--- src/rtl/fpa_pkg.sv ---
// Shared constants, codes and types of the fixed partition allocator.
package fpa_pkg;

  localparam int PARTITIONS_DEFAULT = 16;
  localparam int SIZE_BITS_DEFAULT  = 16;

  localparam int REQ_BITS       = 16;
  localparam int SLOT_BITS      = 4;
  localparam int MODE_BITS      = 2;
  localparam int COUNT_BITS     = 5;
  localparam int CFG_INDEX_BITS = 2;
  localparam int CFG_DATA_BITS  = 5;

  typedef enum logic [MODE_BITS-1:0] {
    MODE_LOAD  = 2'd0,
    MODE_ALLOC = 2'd1,
    MODE_FREE  = 2'd2
  } mode_t;

  typedef enum logic [CFG_INDEX_BITS-1:0] {
    CFG_FIT_POLICY      = 2'd0,
    CFG_PARTITION_COUNT = 2'd1
  } cfg_reg_t;

  typedef enum logic {
    POLICY_FIRST_FIT = 1'b0,
    POLICY_BEST_FIT  = 1'b1
  } policy_t;

  typedef struct packed {
    logic load;
    logic set_used;
    logic clr_used;
  } cell_cmd_t;

endpackage

--- src/rtl/fixed_partition_allocator.sv ---
// Fixed partition allocator: a row of partition cells searched by a token passed cell to cell.
// Load and unused-mode results pass through the hold register to the result register.
// Allocate and free pass the token from start through each cell to the hold register.
// The token visits one cell per cycle. req_stall is high while a scan runs or a result waits.
// Synchronous active-high reset clears all sizes and in-use marks, sets first fit and 16.
// There is no clearing pass; the block accepts transactions in the cycle after reset.
module fixed_partition_allocator #(
  parameter int PARTITIONS = fpa_pkg::PARTITIONS_DEFAULT,
  parameter int SIZE_BITS  = fpa_pkg::SIZE_BITS_DEFAULT
) (
  input  logic                                clk,
  input  logic                                rst,
  input  logic                                req_valid,
  output logic                                req_stall,
  input  logic [fpa_pkg::MODE_BITS-1:0]       mode,
  input  logic [fpa_pkg::SLOT_BITS-1:0]       slot,
  input  logic [fpa_pkg::REQ_BITS-1:0]        request_size,
  output logic                                rsp_valid,
  input  logic                                rsp_stall,
  output logic                                granted,
  output logic [fpa_pkg::SLOT_BITS-1:0]       chosen_slot,
  input  logic                                cfg_valid,
  output logic                                cfg_ready,
  input  logic [fpa_pkg::CFG_INDEX_BITS-1:0]  cfg_index,
  input  logic [fpa_pkg::CFG_DATA_BITS-1:0]   cfg_data
);

  localparam int IDX_BITS = (PARTITIONS > 1) ? $clog2(PARTITIONS) : 1;
  localparam int CMP_BITS = (SIZE_BITS > fpa_pkg::REQ_BITS) ? SIZE_BITS : fpa_pkg::REQ_BITS;

  logic                                fit_policy;
  logic [fpa_pkg::COUNT_BITS-1:0]      partition_count;

  logic                                scanning;
  logic                                start;
  logic [fpa_pkg::MODE_BITS-1:0]       op_mode;
  logic [CMP_BITS-1:0]                 op_req;
  logic                                hold_valid;
  logic                                hold_granted;
  logic [fpa_pkg::SLOT_BITS-1:0]       hold_slot;

  logic                                accept;
  logic                                is_scan;
  logic                                load_ok;
  logic [CMP_BITS-1:0]                 req_ext;
  logic [SIZE_BITS-1:0]                load_size;
  logic                                fin;
  logic                                out_free;

  logic [PARTITIONS:0]                 tok_valid;
  logic [PARTITIONS:0]                 tok_found;
  logic [IDX_BITS-1:0]                 tok_pick [PARTITIONS+1];
  logic [CMP_BITS-1:0]                 tok_best [PARTITIONS+1];
  fpa_pkg::cell_cmd_t                  cmd [PARTITIONS];

  assign cfg_ready = 1'b1;
  assign req_stall = scanning || start || hold_valid;
  assign accept    = req_valid && !req_stall;
  assign is_scan   = (mode == fpa_pkg::MODE_ALLOC) || (mode == fpa_pkg::MODE_FREE);
  assign load_ok   = (mode == fpa_pkg::MODE_LOAD) && (32'(slot) < PARTITIONS);
  assign req_ext   = CMP_BITS'(request_size);
  assign load_size = req_ext[SIZE_BITS-1:0];
  assign fin       = tok_valid[PARTITIONS];
  assign out_free  = !rsp_valid || !rsp_stall;

  assign tok_valid[0] = start;
  assign tok_found[0] = 1'b0;
  assign tok_pick[0]  = '0;
  assign tok_best[0]  = '0;

  for (genvar i = 0; i < PARTITIONS; i++) begin : g_cell
    always_comb begin
      cmd[i].load     = accept && load_ok && (32'(slot) == i);
      cmd[i].set_used = fin && tok_found[PARTITIONS] && (op_mode == fpa_pkg::MODE_ALLOC)
                        && (tok_pick[PARTITIONS] == IDX_BITS'(i));
      cmd[i].clr_used = fin && tok_found[PARTITIONS] && (op_mode == fpa_pkg::MODE_FREE)
                        && (tok_pick[PARTITIONS] == IDX_BITS'(i));
    end

    fpa_cell #(
      .SIZE_BITS (SIZE_BITS),
      .CMP_BITS  (CMP_BITS),
      .IDX_BITS  (IDX_BITS),
      .INDEX     (i)
    ) u_cell (
      .clk           (clk),
      .rst           (rst),
      .count         (partition_count),
      .policy        (fit_policy),
      .op_mode       (op_mode),
      .op_req        (op_req),
      .cmd           (cmd[i]),
      .load_size     (load_size),
      .tok_in_valid  (tok_valid[i]),
      .tok_in_found  (tok_found[i]),
      .tok_in_pick   (tok_pick[i]),
      .tok_in_best   (tok_best[i]),
      .tok_out_valid (tok_valid[i+1]),
      .tok_out_found (tok_found[i+1]),
      .tok_out_pick  (tok_pick[i+1]),
      .tok_out_best  (tok_best[i+1])
    );
  end

  always_ff @(posedge clk) begin
    if (rst) begin
      fit_policy      <= fpa_pkg::POLICY_FIRST_FIT;
      partition_count <= fpa_pkg::COUNT_BITS'(16);
      scanning        <= 1'b0;
      start           <= 1'b0;
      hold_valid      <= 1'b0;
      rsp_valid       <= 1'b0;
      op_mode         <= '0;
      op_req          <= '0;
      hold_granted    <= 1'b0;
      hold_slot       <= '0;
      granted         <= 1'b0;
      chosen_slot     <= '0;
    end else begin
      if (cfg_valid && cfg_ready) begin
        unique case (cfg_index)
          fpa_pkg::CFG_FIT_POLICY:      fit_policy      <= cfg_data[0];
          fpa_pkg::CFG_PARTITION_COUNT: partition_count <= cfg_data;
          default: ;
        endcase
      end

      start <= accept && is_scan;
      if (accept) begin
        op_mode <= mode;
        op_req  <= req_ext;
      end

      if (accept && is_scan) begin
        scanning <= 1'b1;
      end else if (fin) begin
        scanning <= 1'b0;
      end

      if (fin) begin
        hold_valid   <= 1'b1;
        hold_granted <= tok_found[PARTITIONS];
        hold_slot    <= tok_found[PARTITIONS]
                        ? fpa_pkg::SLOT_BITS'(tok_pick[PARTITIONS]) : '0;
      end else if (accept && !is_scan) begin
        hold_valid   <= 1'b1;
        hold_granted <= load_ok;
        hold_slot    <= load_ok ? slot : '0;
      end else if (hold_valid && out_free) begin
        hold_valid <= 1'b0;
      end

      if (out_free) begin
        rsp_valid <= hold_valid;
        if (hold_valid) begin
          granted     <= hold_granted;
          chosen_slot <= hold_slot;
        end
      end
    end
  end

  a_one_token: assert property (@(posedge clk) disable iff (rst) $onehot0(tok_valid))
    else $error("More than one search token in the cell row.");

  a_fin_in_scan: assert property (@(posedge clk) disable iff (rst) fin |-> scanning)
    else $error("Search token finished outside a scan.");

  a_slot_zero: assert property (@(posedge clk) disable iff (rst)
    (rsp_valid && !granted) |-> (chosen_slot == '0))
    else $error("Refused transaction carries a nonzero slot.");

  a_start_scan: assert property (@(posedge clk) disable iff (rst)
    start |=> (scanning && !hold_valid))
    else $error("Scan started without the block marked busy.");

endmodule

--- src/rtl/fpa_cell.sv ---
// One partition cell: holds a size and an in-use mark and passes the search token on.
module fpa_cell #(
  parameter int SIZE_BITS = fpa_pkg::SIZE_BITS_DEFAULT,
  parameter int CMP_BITS  = fpa_pkg::REQ_BITS,
  parameter int IDX_BITS  = 4,
  parameter int INDEX     = 0
) (
  input  logic                            clk,
  input  logic                            rst,
  input  logic [fpa_pkg::COUNT_BITS-1:0]  count,
  input  logic                            policy,
  input  logic [fpa_pkg::MODE_BITS-1:0]   op_mode,
  input  logic [CMP_BITS-1:0]             op_req,
  input  fpa_pkg::cell_cmd_t              cmd,
  input  logic [SIZE_BITS-1:0]            load_size,
  input  logic                            tok_in_valid,
  input  logic                            tok_in_found,
  input  logic [IDX_BITS-1:0]             tok_in_pick,
  input  logic [CMP_BITS-1:0]             tok_in_best,
  output logic                            tok_out_valid,
  output logic                            tok_out_found,
  output logic [IDX_BITS-1:0]             tok_out_pick,
  output logic [CMP_BITS-1:0]             tok_out_best
);

  logic [SIZE_BITS-1:0] size;
  logic                 used;
  logic [CMP_BITS-1:0]  size_ext;
  logic [CMP_BITS-1:0]  diff;
  logic                 active;
  logic                 fits;
  logic                 take;

  assign size_ext = CMP_BITS'(size);
  assign diff     = size_ext - op_req;
  assign active   = 32'(count) > INDEX;
  assign fits     = active && !used && (size_ext >= op_req);

  always_comb begin
    take = 1'b0;
    if (op_mode == fpa_pkg::MODE_ALLOC) begin
      if (policy == fpa_pkg::POLICY_FIRST_FIT) begin
        take = fits && !tok_in_found;
      end else begin
        take = fits && (!tok_in_found || (diff < tok_in_best));
      end
    end else if (op_mode == fpa_pkg::MODE_FREE) begin
      take = active && used && (size_ext == op_req) && !tok_in_found;
    end
  end

  always_ff @(posedge clk) begin
    if (rst) begin
      size          <= '0;
      used          <= 1'b0;
      tok_out_valid <= 1'b0;
      tok_out_found <= 1'b0;
      tok_out_pick  <= '0;
      tok_out_best  <= '0;
    end else begin
      if (cmd.load) begin
        size <= load_size;
        used <= 1'b0;
      end else if (cmd.set_used) begin
        used <= 1'b1;
      end else if (cmd.clr_used) begin
        used <= 1'b0;
      end
      tok_out_valid <= tok_in_valid;
      if (tok_in_valid && take) begin
        tok_out_found <= 1'b1;
        tok_out_pick  <= IDX_BITS'(INDEX);
        tok_out_best  <= diff;
      end else begin
        tok_out_found <= tok_in_found;
        tok_out_pick  <= tok_in_pick;
        tok_out_best  <= tok_in_best;
      end
    end
  end

endmodule

--- config.mk ---
export PLATFORM = sky130hd
export DESIGN_NAME = fixed_partition_allocator
export DESIGN_NICKNAME = d
export VERILOG_FILES = /design/src/rtl/fpa_pkg.sv /design/src/rtl/fixed_partition_allocator.sv /design/src/rtl/fpa_cell.sv
export SDC_FILE = /design/constraint.sdc
export NUM_CORES = 2
export LEC_CHECK = 0
export CORE_MARGIN = 3
export CORE_UTILIZATION = 39
export CTS_CLUSTER_DIAMETER = 120
export DETAILED_ROUTE_END_ITERATION = 6
export DONT_BUFFER_PORTS = 1
export GPL_TIMING_DRIVEN = 0
export MAX_ROUTING_LAYER = met4
export SYNTH_ARGS = -nofsm -noshare
export SYNTH_HDL_FRONTEND = slang
export SYNTH_SLANG_ARGS = --single-unit
--- constraint.sdc ---
create_clock -name clk -period 9.1 [get_ports clk]
set_input_delay 0.455 -clock clk [delete_from_list [all_inputs] [get_ports clk]]
set_output_delay 0.455 -clock clk [all_outputs]
set_load 0.01 [all_outputs]
; Yosys cells after proc, flatten, opt, wreduce, memory -nomap -nowiden
; Index checks and enable logic that the tools add are counted.
[totals]
input_bits = 34
out_inout_bits = 8
register_bits = 631
[op_classes]
n_eq_ne = 51
n_mux = 135
bitwise_logic = 1
n_lt_le_gt_ge = 47
addsub = 16
reduce_logical = 289
[ops]
columns = op, n
row1 = $eq A16 B16 Y1, 16
row2 = $ge A16 B16 Y1, 16
row3 = $sub A16 B16 Y16, 16
row4 = $lt A16 B16 Y1, 15
row5 = $mux W16, 14
row6 = $logic_and A1 B1 Y1, 181
row7 = $mux W1, 103
row8 = $eq A4 B4 Y1 const B, 16
row9 = $reduce_or A2 Y1, 28
row10 = $mux W4, 12
row11 = $gt A5 B4 Y1 const B, 8
row12 = $reduce_bool A2 Y1, 18
row13 = $logic_not A1 Y1, 35
row14 = $eq A4 B3 Y1 const B, 8
row15 = $gt A5 B3 Y1 const B, 4
row16 = $logic_or A1 B1 Y1, 19
row17 = $eq A4 B2 Y1 const B, 4
row18 = $mux W3, 4
row19 = $gt A5 B1 Y1 const B, 2
row20 = $gt A5 B2 Y1 const B, 2
row21 = $eq A4 B1 Y1 const B, 2
row22 = $logic_not A4 Y1, 2
row23 = $eq A2 B1 Y1 const B, 3
row24 = $reduce_and A2 Y1, 3
row25 = other kinds (5), 8

; Depth between registers and ports, before layout
[logic_depth]
ltp_word = 8
depth_mapped = 20
depth_no_buf = 19

; Modules after synthesis
; From an unflattened synthesis, not the netlist that was laid out.
[hier_totals]
cells_unflattened = 5230
area_unflattened_um2 = 44699.1
[modules_own_cells]
columns = mod, area_each_um2, instances, cells_each, seq_area_each_um2
row1 = fpa_cell at g_cell[14].u_cell, 3047.9, 1, 378, 780.7
row2 = fpa_cell at g_cell[11].u_cell, 2845.2, 1, 346, 780.7
row3 = fpa_cell at g_cell[5].u_cell, 2807.7, 1, 327, 780.7
row4 = fpa_cell at g_cell[7].u_cell, 2746.4, 1, 323, 780.7
row5 = fpa_cell at g_cell[15].u_cell, 2686.3, 1, 314, 780.7
row6 = fpa_cell at g_cell[13].u_cell, 2677.6, 1, 317, 780.7
row7 = fpa_cell at g_cell[8].u_cell, 2673.8, 1, 308, 780.7
row8 = fpa_cell at g_cell[6].u_cell, 2663.8, 1, 297, 780.7
row9 = fpa_cell at g_cell[3].u_cell, 2650.0, 1, 323, 780.7
row10 = fpa_cell at g_cell[1].u_cell, 2646.3, 1, 300, 780.7
row11 = fpa_cell at g_cell[4].u_cell, 2582.5, 1, 289, 780.7
row12 = fpa_cell at g_cell[9].u_cell, 2575.0, 1, 298, 780.7
row13 = fpa_cell at g_cell[2].u_cell, 2568.7, 1, 295, 780.7
row14 = fpa_cell at g_cell[0].u_cell, 2566.2, 1, 290, 780.7
row15 = +3 rows, --, --, --, --

; Worst setup path before layout
; OpenSTA, ideal clock, no wires.
[synth_path]
path_kind = flip-flop to flip-flop
startpoint = register op_req[1]
endpoint = register g_cell[4].u_cell.tok_out_best[10]
n_path_buf = 2
path_stages_with_launch = 20
path_slack_ps = 3955
t_arrival_ps = 5086
synth_period_minus_slack_ps = 5145
required_ps = 9041
setup_ps = 59
cell_sequence = dfxtp_1 -> inv_1 -> ha_1 -> nor2b_1 -> o211ai_1 -> a32oi_1 -> a221o_1 -> o41ai_1 -> xnor2_1 -> ha_1 -> a21o_1 -> a21oi_1 -> o21ai_0 -> a2111oi_0 -> o21ai_1 -> a2bb2oi_1 -> and2_1 -> buf_2 -> buf_2 -> a22o_1
[synth_via]
elab_chain_len = 8
[synth_rtl]
columns = element, line_no
row1 = start: declaration, fixed_partition_allocator.sv:37  ; logic [CMP_BITS-1:0] op_req;
row2 = start signal: assignment, fixed_partition_allocator.sv:131  ; op_req <= req_ext;
row3 = $sub A16 B16 Y16, fpa_cell.sv:35  ; assign diff = size_ext - op_req;
row4 = $lt A16 B16 Y1, fpa_cell.sv:45  ; take = fits && (!tok_in_found || (diff < tok_in_best));
row5 = $logic_or A1 B1 Y1, fpa_cell.sv:45
row6 = $logic_and A1 B1 Y1, fpa_cell.sv:45
row7 = $mux W1, fpa_cell.sv:42  ; if (policy == fpa_pkg::POLICY_FIRST_FIT) begin
row8 = $mux W1, fpa_cell.sv:41  ; if (op_mode == fpa_pkg::MODE_ALLOC) begin
row9 = $logic_and A1 B1 Y1, fpa_cell.sv:70  ; if (tok_in_valid && take) begin
row10 = $mux W16 (*), fpa_cell.sv:70
row11 = end signal: assignment, fpa_cell.sv:73  ; tok_out_best <= diff;
row12 = end signal: assignment, fpa_cell.sv:77  ; tok_out_best <= tok_in_best;
row13 = end: declaration, fpa_cell.sv:23  ; output logic [CMP_BITS-1:0] tok_out_best
; Every way passes the cells marked *; elsewhere a longest branch is shown, timed or not.
; A chain may end at the register's enable or synchronous reset.

; Worst setup path in the final report
[layout_path]
startpoint = register op_req[1]
endpoint = register g_cell[8].u_cell.tok_out_best[8]
[layout_via]
elab_chain_len = 8
[layout_rtl]
columns = element, line_no
row1 = $sub A16 B16 Y16, fpa_cell.sv:35
row2 = $lt A16 B16 Y1, fpa_cell.sv:45
row3 = $logic_or A1 B1 Y1, fpa_cell.sv:45
row4 = $logic_and A1 B1 Y1, fpa_cell.sv:45
row5 = $mux W1, fpa_cell.sv:42
row6 = $mux W1, fpa_cell.sv:41
row7 = $logic_and A1 B1 Y1, fpa_cell.sv:70
row8 = $mux W16 (*), fpa_cell.sv:70
row9 = end signal: assignment, fpa_cell.sv:73
row10 = end signal: assignment, fpa_cell.sv:77
row11 = end: declaration, fpa_cell.sv:23
; Marked as above.

==> impl_metrics.ini <==
[status]
outcome = complete, but fails checks
failed_checks = design-rule violations, max-capacitance violations, max-slew violations

[synthesis]
synth_ff_type = dfxtp_1
syn_area_mm2 = 0.0401
synth_enable_flop_cells = 0
yosys.area.top_type_share = 0.315
synth_area_leaders = dfxtp_1 32%, ha_1 15%, nand2_1 6.8%
yosysSeqAreaShare = 0.315
ys_warn_count = 0
ys_types = 96
async_flop_share = 0
syn_nets = 5541
postSynthAreaPerCell_um2 = 8.00
synth_cells = 5009
ys_ff_latch = 631
synth_top_area_cell = dfxtp_1

[layout]
final_common_cell = nand2_1
fin_util = 0.444
final_cell_mix = 722 x nand2_1, 629 x dfxtp_1, 494 x a21oi_1, 482 x ha_1, 447 x nor2_1
fillers = 10243
drive_above_1_share = 0.0475
syn_to_final_growth_pct = 11.9
fin_nets = 5637

[floorplan]
core_area_mm2 = 0.101
start_util = 0.397
pin_count = 42
die_height_um = 327
num_rows = 116
die_w_um = 327
dieArea_mm2 = 0.107

[setup_path]
critPathArrivalTime_ns = 7.03
cp-end-kind = flip-flop
worstSetupStartpointType = flip-flop
critical_path.max_fanout = 10
crit_required_ns = 9.57
path_class = reg2reg
r2r_slack_ns = 2.54

[cts]
numCtsBuffers = 72
cts_resized = 0
clock-sinks = 631
cts_root_buffer = clkbuf_16
clk_transition_reported_paths_ns = 0.07
h-tree-depth = 3
clk_latency_ns = 0.64
cts_tree = built
cts_buffer_depth = 3

[drt]
dr.pass1.iters = 7
drc = 3
vias = 36785
vias_per_cell = 5.64
post_drt_wl_per_cell_um = 22.6
antenna_left = 0
drt_iter0_drc = 3912
postRouteWirelength_um = 148000

[placement]
hpwl_um = 111000
place_congestion = 0.968
port_buffers = 0
post-place-ws_ns = 2.67

[pwr]
leakage_nw = 17.6
power_density_mw_per_mm2 = 184
ir_worst_vdd_mv = 0.134

[grt]
antenna_found_initial = 8
grt_pass1_vias = 33802
grt_max_degree = 17
grt_usage = 0.276
overflow = 0
grt_pass1_wl_um = 215000

[sta]
setup_slack_ns = 2.54
fmax_mhz = 152
rsz0062_at_grt = false
hold-worst-slack_ns = 0.0311
worst_pin_slew_ns = 1.52
fin_crit_ns = 6.56
setup_viol = 0
finalCritPeriodShare = 0.721
finalHoldViolCount = 0
relSlewSlack = -0.0221
fin_skew_ns = 0.0344
drv_slew = 20

[hold_path]
hold_path_class = in2reg

[run]
max-cap-violations = 3
where the power goes:
| part | switching, W | internal [W] | total (W) | leakage, nW |
|---|---|---|---|---|
| logic | 0.00132 | 0.000856 | 0.00218 | 11.2 |
| clock network | 0.00127 | 0.00199 | 0.00326 | 1.28 |
| registers | 0.0000203 | 0.00278 | 0.00280 | 5.09 |
| total | 0.00261 | 0.00563 | 0.00823 | 17.6 |
worst max-delay path, cell delays in order (launching register included):
cell,delay (ns)
dfxtp_2,0.87
inv_2,0.45
buf_12,0.29
ha_1,0.33
nand2b_1,0.09
a21oi_1,0.07
a211oi_1,0.51
o31ai_1,0.21
o21a_1,0.25
o311ai_0,0.84
ha_1,0.39
a2111oi_0,0.42
o2bb2ai_1,0.18
o2111ai_1,0.20
a31oi_1,0.35
buf_4,0.29
mux2i_1,0.43
nor2_1,0.15
layer usage:
metal	vias to the layer above	share of wire	track usage
met5	-	0	-
met4	0	0.045	0.108
met3	320	0.077	0.0452
met2	1315	0.44	0.425
met1	17390	0.44	0.361
li1	17760	-	-
cell type report:
class | instances | area (µm²) | share of cell area
clock buffer | 98 | 2090 | 0.0467
tap | 1357 | 1700 | 0.0379
sequential | 631 | 12600 | 0.282
inverter | 365 | 1370 | 0.0306
multi-input combinational | 3814 | 25300 | 0.563
timing repair buffer | 22 | 385 | 0.00860
clock inverter | 34 | 541 | 0.0121
antenna | 7 | 17.5 | 0.000391
buffer | 199 | 840 | 0.0187
state kept, by name, summed over array words and instances, names as in the netlist:
register and cells:
rsp_valid 1, g_cell.u_cell.used 16, g_cell.u_cell.tok_out_found 16, start 1
scanning 1, g_cell.u_cell.tok_out_pick 49, hold_valid 1, hold_granted 1
partition_count 5, op_req 16, g_cell.u_cell.tok_out_best 240, hold_slot 4
fit_policy 1, op_mode 2, chosen_slot 4, g_cell.u_cell.size 256
g_cell.u_cell.tok_out_valid 16, granted 1
path summary, 6_finish.rpt:
check	startpoint	endpoint	cells past startpoint
max reg2reg	op_req[1]	g_cell[8].u_cell.tok_out_best[8]	17
max	op_req[1]	g_cell[8].u_cell.tok_out_best[8]	17
min reg2reg	g_cell[11].u_cell.tok_out_pick[0]	g_cell[12].u_cell.tok_out_pick[0]	1
min	cfg_data[1]	partition_count[1]	2
kinds of logic after synthesis:
kind of cell,share of synthesized area
xor gates and xnor gates,0.0391
adders and majority gates,0.158
buffers and inverters,0.0551
AOI/OAI and AO/OA,0.195
and+or+nand+nor,0.200
DFF,0.315
muxes,0.0372
other,0.0000936
Yosys cell counts (all sizes together), types with 52 or more instances:
| cell | instances |
|---|---|
| xnor2 | 128 |
| a211oi | 61 |
| dfxtp | 631 |
| nand2 | 722 |
| nor3 | 118 |
| inv | 365 |
| nor2b | 76 |
| nor2 | 448 |
| mux2i | 149 |
| clkbuf | 147 |
| nand3 | 95 |
| a21oi | 496 |
| o21ai | 154 |
| buf | 52 |
| ha | 482 |
| a21o | 110 |
| o21a | 69 |
| nand4 | 70 |
stage by stage:
step,instance area (µm²),cells,total power (W),setup TNS (ns)
floorplan,40100,5009,0.00439,0
global placement,41800,6366,0.00493,-2.81
detailed placement,42100,6379,0.00498,0
CTS,44800,6519,0.00823,0
global route,44800,6524,0.00860,0
finish,44800,6527,0.00823,0
timing repair:
| item | in CTS | in global routing |
|---|---|---|
| endpoints found under the hold margin | 11 | 0 |
| hold buffers | 8 | 0 |
| setup buffers | 0 | 0 |
Note: power is estimated with default switching activity, not from simulation.
